`src/hdl/sha_pkg.sv`:
```
`default_nettype none
package sha_pkg;

    typedef logic [31:0] t_word;

    localparam int unsigned NumRounds = 64;

    localparam t_word IV [8] = '{
        32'h6a09e667, 32'hbb67ae85, 32'h3c6ef372, 32'ha54ff53a,
        32'h510e527f, 32'h9b05688c, 32'h1f83d9ab, 32'h5be0cd19
    };

    localparam t_word RoundK [NumRounds] = '{
        32'h428a2f98, 32'h71374491, 32'hb5c0fbcf, 32'he9b5dba5,
        32'h3956c25b, 32'h59f111f1, 32'h923f82a4, 32'hab1c5ed5,
        32'hd807aa98, 32'h12835b01, 32'h243185be, 32'h550c7dc3,
        32'h72be5d74, 32'h80deb1fe, 32'h9bdc06a7, 32'hc19bf174,
        32'he49b69c1, 32'hefbe4786, 32'h0fc19dc6, 32'h240ca1cc,
        32'h2de92c6f, 32'h4a7484aa, 32'h5cb0a9dc, 32'h76f988da,
        32'h983e5152, 32'ha831c66d, 32'hb00327c8, 32'hbf597fc7,
        32'hc6e00bf3, 32'hd5a79147, 32'h06ca6351, 32'h14292967,
        32'h27b70a85, 32'h2e1b2138, 32'h4d2c6dfc, 32'h53380d13,
        32'h650a7354, 32'h766a0abb, 32'h81c2c92e, 32'h92722c85,
        32'ha2bfe8a1, 32'ha81a664b, 32'hc24b8b70, 32'hc76c51a3,
        32'hd192e819, 32'hd6990624, 32'hf40e3585, 32'h106aa070,
        32'h19a4c116, 32'h1e376c08, 32'h2748774c, 32'h34b0bcb5,
        32'h391c0cb3, 32'h4ed8aa4a, 32'h5b9cca4f, 32'h682e6ff3,
        32'h748f82ee, 32'h78a5636f, 32'h84c87814, 32'h8cc70208,
        32'h90befffa, 32'ha4506ceb, 32'hbef9a3f7, 32'hc67178f2
    };

    localparam logic [7:0] PadByte = 8'h80;

    typedef struct packed {
        logic [7:0] data_byte;
        logic       byte_present;
        logic       end_of_message;
    } t_in;

    typedef struct packed {
        t_word      digest_word;
        logic [2:0] word_index;
        logic       last_word;
    } t_out;

    function automatic t_word ror(input t_word x, input int unsigned n);
        ror = (x >> n) | (x << (32 - n));
    endfunction

endpackage
`default_nettype wire

```
`src/hdl/sha_if.sv`:
```
`default_nettype none
interface sha_in_if import sha_pkg::*; ();
    logic valid;
    logic ready;
    t_in  payload;
    modport source (output valid, output payload, input ready);
    modport sink (input valid, input payload, output ready);
endinterface

interface sha_out_if import sha_pkg::*; ();
    logic valid;
    logic ready;
    t_out payload;
    modport source (output valid, output payload, input ready);
    modport sink (input valid, input payload, output ready);
endinterface
`default_nettype wire

```
`src/hdl/sha256_stream_hash.sv`:
```
// a byte that fills no block leaves the block idle; a block-filling byte runs a compression
// (64 rounds of the shared round unit, then the feed-forward add, then back to idle)
// end of message: 1 or 2 padded compressions, then the 8 digest words, each held until taken
// one request at a time; the block is not ready while compressing, padding or emitting
// reset: synchronous active low; chaining words return to the initial vector, counts clear
`default_nettype none
module sha256_stream_hash import sha_pkg::*; (
    input  wire     i_clk,
    input  wire     i_rst_n,
    sha_in_if.sink  i_req,
    sha_out_if.source o_dig
);

    typedef enum logic [4:0] {
        S_IDLE  = 5'b00001,
        S_ROUND = 5'b00010,
        S_ADD   = 5'b00100,
        S_PAD   = 5'b01000,
        S_OUT   = 5'b10000
    } t_state;

    t_state      r_state, n_state;
    logic [5:0]  r_fill;
    logic [63:0] r_bits;
    t_word       r_h [8];
    t_word       r_v [8];
    t_word       r_w [16];
    logic [5:0]  r_rnd;
    logic        r_fin;
    logic        r_len2;
    logic [1:0]  r_pad_blk;
    logic [2:0]  r_oidx;

    logic  acc;
    t_word s0, s1, wnew, big1, big0, ch, maj, p, q;
    t_word pad_words [16];

    assign acc = i_req.valid && i_req.ready;
    assign i_req.ready = (r_state == S_IDLE);

    assign s0 = ror(r_w[1], 7) ^ ror(r_w[1], 18) ^ (r_w[1] >> 3);
    assign s1 = ror(r_w[14], 17) ^ ror(r_w[14], 19) ^ (r_w[14] >> 10);
    assign wnew = r_w[0] + s0 + r_w[9] + s1;
    assign big1 = ror(r_v[4], 6) ^ ror(r_v[4], 11) ^ ror(r_v[4], 25);
    assign ch = (r_v[4] & r_v[5]) ^ (~r_v[4] & r_v[6]);
    assign p = r_v[7] + big1 + ch + RoundK[r_rnd] + r_w[0];
    assign big0 = ror(r_v[0], 2) ^ ror(r_v[0], 13) ^ ror(r_v[0], 22);
    assign maj = (r_v[0] & r_v[1]) ^ (r_v[0] & r_v[2]) ^ (r_v[1] & r_v[2]);
    assign q = big0 + maj;

    // padded block words built from the buffered bytes
    always_comb begin
        for (int i = 0; i < 16; i++) begin
            for (int b = 0; b < 4; b++) begin
                logic [6:0] pos;
                logic [7:0] byt;
                pos = 7'(r_pad_blk[0] * 64 + i * 4 + b);
                if (pos < {1'b0, r_fill}) byt = r_w[i][31-8*b -: 8];
                else if (pos == {1'b0, r_fill}) byt = PadByte;
                else byt = 8'h00;
                if (pos[6] == r_len2 && pos[5:0] >= 6'd56 && (pos[6] || !r_pad_blk[0]))
                    byt = r_bits[8*(63 - pos[5:0]) +: 8];
                if (r_pad_blk[0] && pos[6] == 1'b0) byt = 8'h00;
                pad_words[i][31-8*b -: 8] = byt;
            end
        end
    end

    always_comb begin
        n_state = r_state;
        case (r_state)
            S_IDLE: if (acc) begin
                if (i_req.payload.byte_present && r_fill == 6'd63) n_state = S_ROUND;
                else if (i_req.payload.end_of_message) n_state = S_PAD;
            end
            S_ROUND: if (r_rnd == 6'd63) n_state = S_ADD;
            S_ADD: begin
                if (r_fin && r_pad_blk == 2'd1 && r_len2) n_state = S_PAD;
                else if (r_fin && r_pad_blk != 2'd0) n_state = S_OUT;
                else if (r_fin) n_state = S_PAD;
                else n_state = S_IDLE;
            end
            S_PAD: n_state = S_ROUND;
            S_OUT: if (o_dig.ready && r_oidx == 3'd7) n_state = S_IDLE;
            default: n_state = S_IDLE;
        endcase
    end

    always_ff @(posedge i_clk) begin
        if (!i_rst_n) begin
            r_state <= S_IDLE;
            r_fill <= '0;
            r_bits <= '0;
            r_fin <= 1'b0;
            r_len2 <= 1'b0;
            r_pad_blk <= '0;
            r_oidx <= '0;
            r_rnd <= '0;
            for (int i = 0; i < 8; i++) r_h[i] <= IV[i];
        end else begin
            r_state <= n_state;
            case (r_state)
                S_IDLE: if (acc) begin
                    r_fin <= i_req.payload.end_of_message;
                    r_pad_blk <= '0;
                    r_rnd <= '0;
                    if (i_req.payload.byte_present) begin
                        r_w[r_fill[5:2]][{~r_fill[1:0], 3'b000} +: 8] <=
                            i_req.payload.data_byte;
                        r_fill <= r_fill + 6'd1;
                        r_bits <= r_bits + 64'd8;
                        r_len2 <= (r_fill + 6'd1) >= 6'd56 && r_fill != 6'd63;
                    end else begin
                        r_len2 <= r_fill >= 6'd56;
                    end
                    for (int i = 0; i < 8; i++) r_v[i] <= r_h[i];
                end
                S_ROUND: begin
                    r_rnd <= r_rnd + 6'd1;
                    for (int i = 0; i < 15; i++) r_w[i] <= r_w[i+1];
                    r_w[15] <= wnew;
                    r_v[7] <= r_v[6];
                    r_v[6] <= r_v[5];
                    r_v[5] <= r_v[4];
                    r_v[4] <= r_v[3] + p;
                    r_v[3] <= r_v[2];
                    r_v[2] <= r_v[1];
                    r_v[1] <= r_v[0];
                    r_v[0] <= p + q;
                end
                S_ADD: begin
                    for (int i = 0; i < 8; i++) r_h[i] <= r_h[i] + r_v[i];
                    r_oidx <= '0;
                end
                S_PAD: begin
                    r_rnd <= '0;
                    r_pad_blk <= r_pad_blk + 2'd1;
                    for (int i = 0; i < 8; i++) r_v[i] <= r_h[i];
                    for (int i = 0; i < 16; i++) r_w[i] <= pad_words[i];
                end
                S_OUT: if (o_dig.ready) begin
                    r_oidx <= r_oidx + 3'd1;
                    if (r_oidx == 3'd7) begin
                        for (int i = 0; i < 8; i++) r_h[i] <= IV[i];
                        r_fill <= '0;
                        r_bits <= '0;
                    end
                end
                default: ;
            endcase
        end
    end

    assign o_dig.valid = (r_state == S_OUT);
    assign o_dig.payload.digest_word = r_h[r_oidx];
    assign o_dig.payload.word_index = r_oidx;
    assign o_dig.payload.last_word = (r_oidx == 3'd7);

    // pad pass index select: first pad block reads bytes 0..63, second reads 64..127
    a_busy: assert property (@(posedge i_clk) disable iff (!i_rst_n)
        (r_state != S_IDLE) |-> !i_req.ready) else $error("ready while busy");
    a_out_order: assert property (@(posedge i_clk) disable iff (!i_rst_n)
        (o_dig.valid && o_dig.ready && r_oidx != 3'd7) |=> (r_state == S_OUT))
        else $error("digest cut short");
    a_round_end: assert property (@(posedge i_clk) disable iff (!i_rst_n)
        (r_state == S_ROUND && r_rnd == 6'd63) |=> (r_state == S_ADD))
        else $error("round count slip");

endmodule
`default_nettype wire

```
`src/flat_wrapper.sv`:
```
// flat-port wrapper written by rule: the top's interface ports become plain ports
module sha256_stream_hash_flat import sha_pkg::*;
  (i_clk, i_rst_n, i_req_valid, i_req_payload, i_req_ready, o_dig_valid, o_dig_payload, o_dig_ready);
  sha_in_if i_req_i ();
  sha_out_if o_dig_i ();
  input  wire i_clk;
  input  wire i_rst_n;
  input wire logic [$bits(i_req_i.valid)-1:0] i_req_valid;
  input wire logic [$bits(i_req_i.payload)-1:0] i_req_payload;
  output wire logic [$bits(i_req_i.ready)-1:0] i_req_ready;
  output wire logic [$bits(o_dig_i.valid)-1:0] o_dig_valid;
  output wire logic [$bits(o_dig_i.payload)-1:0] o_dig_payload;
  input wire logic [$bits(o_dig_i.ready)-1:0] o_dig_ready;
  assign i_req_i.valid = i_req_valid;
  assign i_req_i.payload = i_req_payload;
  assign i_req_ready = i_req_i.ready;
  assign o_dig_valid = o_dig_i.valid;
  assign o_dig_payload = o_dig_i.payload;
  assign o_dig_i.ready = o_dig_ready;
  sha256_stream_hash u_core (.i_clk(i_clk), .i_rst_n(i_rst_n), .i_req(i_req_i), .o_dig(o_dig_i));
endmodule
```
`config.mk`:
```
export PLATFORM = sky130hd
export DESIGN_NAME = sha256_stream_hash_flat
export DESIGN_NICKNAME = d
export VERILOG_FILES = /design/src/hdl/sha_pkg.sv /design/src/hdl/sha_if.sv /design/src/hdl/sha256_stream_hash.sv /design/src/flat_wrapper.sv
export SDC_FILE = /design/constraint.sdc
export NUM_CORES = 2
export LEC_CHECK = 0
export BUFFER_PORTS_ARGS = -buffer_cell sky130_fd_sc_hd__buf_2
export CORE_MARGIN = 2
export CORE_UTILIZATION = 59
export CTS_CLUSTER_DIAMETER = 120
export CTS_CLUSTER_SIZE = 20
export DETAILED_ROUTE_END_ITERATION = 16
export GPL_TIMING_DRIVEN = 0
export PLACE_DENSITY = 0.78
export SYNTH_ARGS = -nofsm -noshare
export SYNTH_HDL_FRONTEND = slang
export SYNTH_SLANG_ARGS = --single-unit
```
`constraint.sdc`:
```
create_clock -name i_clk -period 8.3 [get_ports i_clk]
set_input_delay 0.415 -clock i_clk [delete_from_list [all_inputs] [get_ports i_clk]]
set_output_delay 0.415 -clock i_clk [all_outputs]
set_load 0.02 [all_outputs]
```
* Word level (Yosys, flattened, before mapping)
Memory sizes are Yosys's and may differ from the RTL's. A register that Yosys moved wholly into a read port is not among the register bits.
Index checks and enable logic that the tools add are counted.
** Operators by class
- $add $sub $neg :: 150
- $lt $le $gt $ge :: 130
- Reduce and logical (&&, ||, !) cells :: 272
- Multiplexer cells :: 359
- Bitwise gates (word level) :: 140
- Eq/ne operators :: 144
- Shifts and indexed selects :: 65
** Operator list (count)
- indexed part select 64 x 33 -> 8 bit :: 63
- two-way mux 8 bit :: 254
- two-way mux 32 bit :: 53
- adder 32 bit :: 18
- == test 7 x 6 -> 1 bit :: 64
- less-than comparator 7 x 6 -> 1 bit :: 64
- subtractor 6 x 6 -> 7 bit, first input constant :: 63
- >= comparator 6 bit, second input constant :: 65
- bitwise XOR 32 bit :: 9
- two-way mux 64 bit :: 4
- adder 7 x 2 -> 7 bit, second input constant :: 32
- logical AND 1 bit :: 196
- bitwise AND 32 bit :: 5
- case mux 64 bit (2 select lines) :: 1
- adder 7 x 1 -> 7 bit, second input constant :: 16
- adder 64 x 4 -> 64 bit, second input constant :: 1
- == test 1 bit :: 63
- logical OR 1 bit :: 63
- NOT 1 bit :: 63
- adder 7 x 6 -> 7 bit, second input constant :: 8
- OR 1 bit :: 48
- two-way mux 5 bit :: 7
- NOT 32 bit :: 1
- OR 10 x 32 -> 32 bit :: 1
- 52 further kinds :: 98
** Storage, ports and cells
- Bits of input ports :: 14
- Word-level logic and storage cells :: 1272
- Register bits :: 88
- ROM bits :: 2048
- Memories kept :: 4
- Output and inout bits :: 38
- RAM bits :: 1024
** Memory list
- (no name shown) :: depth 64, bits a word 32, rd ports 1, clocked after memory_dff 0, write ports 0, RTL line sha256_stream_hash.sv:46 : assign p = r_v[7] + big1 + ch + RoundK[r_rnd] + r_w[0];
- u_core.r_w :: depth 16, bits a word 32, rd ports 16, clocked after memory_dff 0, write ports 16, RTL line sha256_stream_hash.sv:27 : t_word r_w [16];
- u_core.r_h :: depth 8, bits a word 32, rd ports 9, clocked after memory_dff 1, write ports 8, RTL line sha256_stream_hash.sv:25 : t_word r_h [8];
- u_core.r_v :: depth 8, bits a word 32, rd ports 8, clocked after memory_dff 0, write ports 8, RTL line sha256_stream_hash.sv:26 : t_word r_v [8];

* Longest topological paths before layout
An unclocked memory read counts as a cell.
- Depth after elaboration :: 11
- Mapped depth :: 39
- Mapped depth without buffers :: 37

* Worst setup path before layout
No wires, ideal clock.
- Path type :: reg2reg
- Start :: register u_core.r_rnd[1]
- End :: memory u_core.r_v[0][31] (netlist name), data pin
- Buffers on the path :: 2
- Setup time :: 0.145 ns
- Period minus slack after synthesis :: 8.237 ns
- Required time :: 8.155 ns
- Stages on the path, launching flop included :: 36
- Data arrival time :: 8.092 ns
- Path slack :: 0.063 ns
- Cells stage by stage :: dfxtp_1 clkbuf_1 clkinv_1 ha_1 clkbuf_1 nor2_1 nor3_1 a31oi_1 o22ai_1 a21oi_1 fa_1 inv_1 fa_1 inv_1 fa_1 inv_1 ha_1 and2_4 a221o_1 nor4bb_1 a21oi_1 a211o_1 a21o_1 nand2_1 nand2_1 xor2_1 fa_1 ha_1 and3_1 and3_1 a211oi_1 o31a_1 o21ai_0 a21oi_1 xnor3_1 o21ai_1
** RTL lines
- start, declared :: RTL line sha256_stream_hash.sv:28 : logic [5:0] r_rnd;
- start signal, assigned :: RTL line sha256_stream_hash.sv:119 : r_rnd <= r_rnd + 6'd1;
- end, declared :: RTL line sha256_stream_hash.sv:26

==> run metrics <==
share of cells above drive strength 1=10.78%; worst hold margin=33.30 ps; area fraction of the dominant cell type after synthesis=36.10%; worst skew pair latency=730 ps; R2R Path End=u_core.r_v[0][29]$_DFFE_PP_; crit-path max FO=10; pre-CTS WS=-3885 ps; CTS Buf Count=66; synth top area cells=edfxtp_1 (36%), ha_1 (6.8%), dfxtp_1 (5.8%); gr ovfl total=0; htree depth=3; Synth cell types=~110; CP Launch Type=flop; vias per inst=7.059; input/output buffers=50; average routed wire per standard cell=33.64 um; Req. time, crit path=8740 ps; CTS max path bufs=3; worst path bufs/invs=7; CP arrival=about 9100 ps; RePlAce Congestion=1.085; multi-input logic area=0.04250 mm2; Slew Viols, Final=92; Seq. cell area=around 0.031 mm2; CTS root buf=clkbuf_16; hold wc startpoint=i_req_payload[0]; # DRC=0; run status=finished, violations left; die area=0.1292 mm2; Post-Route Skew=84.86 ps; post-layout net count=8302; Final Hold Viols=0; post-route antenna net violation count=0; R2R cell count=34; clock sinks=1112; total negative setup slack=-1158 ps; Iter 0 DRT Violations=11566; number of flops mapped to enable cells by yosys=~900; top cell family by delay on the critical path=compound AO/OA/AOI/OAI gates; CP Class=reg2reg; Async S/R FF share, synth=0%; CP endpoint kind=flop; via count=~66000; Fill cells=10063; HP Class=in2reg; failing checks=max-capacitance violations, max-slew violations, negative setup slack; Mapped Nets=8056; Worst-path clk slew=90 ps; Crit path largest cell delay=610 ps; RSZ-0062 raised after global routing=yes; Ys Warns=0; Netlist Area Pre-Place=~0.075 mm2; starting density of the core=59.42%; Hold Path Sink=u_core.r_fin$_SDFFE_PN0P_; fin crit period=8650 ps; Slowest-stage cell, CP=fa_2; Syn Area/Cell=10.01 um2; r2r setup slk=-350 ps; top_reg_cell synth=edfxtp_1; Post-Syn Instances=7444; die height=359.4 um; global-route wire length before repair=442200 um; CTS tree=yes; vias in the first global route=61057; Area Growth Syn to Fin=10.58%; Min-Delay Path Depth=3; max frequency=0.1156 GHz; sequential area share after synthesis=41.91%; Period Utilization, post-route=104.2%; drt pass-1 iters=6; Final Worst Setup Slack=-349.5 ps; cell taking the most area after synthesis=edfxtp_1; most frequent cell after synthesis=nand2_1; Die Width=359.4 um; max_cap viols=9; Tightest Pin Transition=roughly 1700 ps; #FFs+latches synth=1112; Post-synth top cells=nand2_1 (1078), edfxtp_1 (896), a21o_1 (562); DPL Wire Length=246200 um; relative slew slack=-11.35%; Core Box Area=roughly 0.13 mm2; largest net degree at the start of global routing=66; Rows=130; R2R Path Start=u_core.r_rnd[2]$_SDFFE_PN0P_; final setup fails=8; final WL=approximately 320000 um; io pins=52; total track usage=47.74%; Worst path most repeated cell=fa_1; initial antenna violation count=17
how the worst max path moves through the flow:
| stage | from | endpoint | depth (start not counted) |
|---|---|---|---|
| final | u_core.r_rnd[2]$_SDFFE_PN0P_ | u_core.r_v[0][29]$_DFFE_PP_ | 34 |
| after global routing | u_core.r_rnd[1]$_SDFFE_PN0P_ | u_core.r_v[0][29]$_DFFE_PP_ | 38 |
| after floorplan | u_core.r_rnd[1]$_SDFFE_PN0P_ | u_core.r_v[0][31]$_DFFE_PP_ | 35 |
| after CTS | u_core.r_rnd[3]$_SDFFE_PN0P_ | u_core.r_v[0][29]$_DFFE_PP_ | 31 |
| after detailed placement | u_core.r_rnd[1]$_SDFFE_PN0P_ | u_core.r_v[0][28]$_DFFE_PP_ | 34 |
| after global placement | u_core.r_rnd[1]$_SDFFE_PN0P_ | u_core.r_v[0][28]$_DFFE_PP_ | 34 |
repair_timing:
action | CTS | global route
setup buffers | 63 | 46
pin swaps | 83 | 110
endpoints found under the hold margin | 0 | 0
gates resized for setup | 361 | 155
endpoints found under the setup margin | 57 | 26
hold buffers | 0 | 0
metal layers:
layer / share of wire [%] / track usage (%)
met3: 16 / 18.04
met2: 39 / 64.91
met4: 8.1 / 30.34
met1: 36 / 63.79
met5: 0.024 / 0
metrics by stage:
| stage | util (%) | area [um2] | instances |
|---|---|---|---|
| CTS | 64.84 | 81310 | 9341 |
| detailed placement | 61.67 | 77340 | 9170 |
| finish | 65.71 | 82410 | 9398 |
| floorplan | - | 74520 | 7444 |
| global placement | 61.27 | 76840 | 9144 |
| global route | 65.69 | 82380 | 9387 |
cells by family after synthesis:
family / share of synthesized area [%]
adders and majority gates: 12.42
DFF: 41.91
buffers and inverters: 3.521
xor gates and xnor gates: 7.042
muxes: 3.279
and+or+nand+nor: 13.37
AOI/OAI and AO/OA: 18.46
tightest hold or removal path, cell delays in order:
cell and delay [ps]:
buf_2 110, mux2i_1 70, nor2_1 90
final cells by class:
class	count	area share [%]
multi-input cells	5645	51.57
clock inverters	8	0.1731
clock buffers	107	2.217
well taps	1650	2.505
inverters	248	1.172
diodes	11	0.03340
flip-flops and latches	1112	37.92
repair buffers	186	1.969
plain buffers	431	2.446
state kept, by name, indices dropped and copies added, names as in the netlist, 2 cells and up, named ones only:
name              cells
u_core.r_bits        61
u_core.r_fill         6
u_core.r_h          256
u_core.r_oidx         3
u_core.r_pad_blk      2
u_core.r_rnd          6
u_core.r_state        5
u_core.r_v          256
u_core.r_w          512
layout by cell type, fill, tap and decap left out, types with 36 or more instances in the layout:
master / netlist / layout
a221o_1: 77 / 77
ha_1: 403 / 362
nor2_1: 430 / 411
clkbuf_1: 353 / 337
nor3_1: 163 / 137
or3_1: 43 / 41
a21oi_1: 460 / 428
clkbuf_16: 0 / 71
nand4_1: 37 / 37
xor2_1: 194 / 189
o21bai_1: 44 / 42
edfxtp_1: 896 / 896
inv_1: 244 / 231
and2_1: 44 / 42
mux4_2: 71 / 71
mux2_2: 43 / 43
a31oi_1: 53 / 45
nand2_1: 1078 / 1060
dfxtp_1: 216 / 211
fa_1: 195 / 190
and3_1: 72 / 68
nor2b_1: 51 / 48
xnor2_1: 400 / 381
nand3_1: 124 / 120
mux2i_1: 36 / 36
buf_4: 0 / 109
buf_2: 35 / 91
o211ai_1: 45 / 45
a21o_1: 562 / 560
nand2b_1: 69 / 68
o21ai_0: 358 / 326
a211oi_1: 84 / 63
o21a_1: 61 / 61
Power is left out: the tool's default activity adds up to more than one toggle a clock period on the data nets, which glitch-free logic cannot reach.
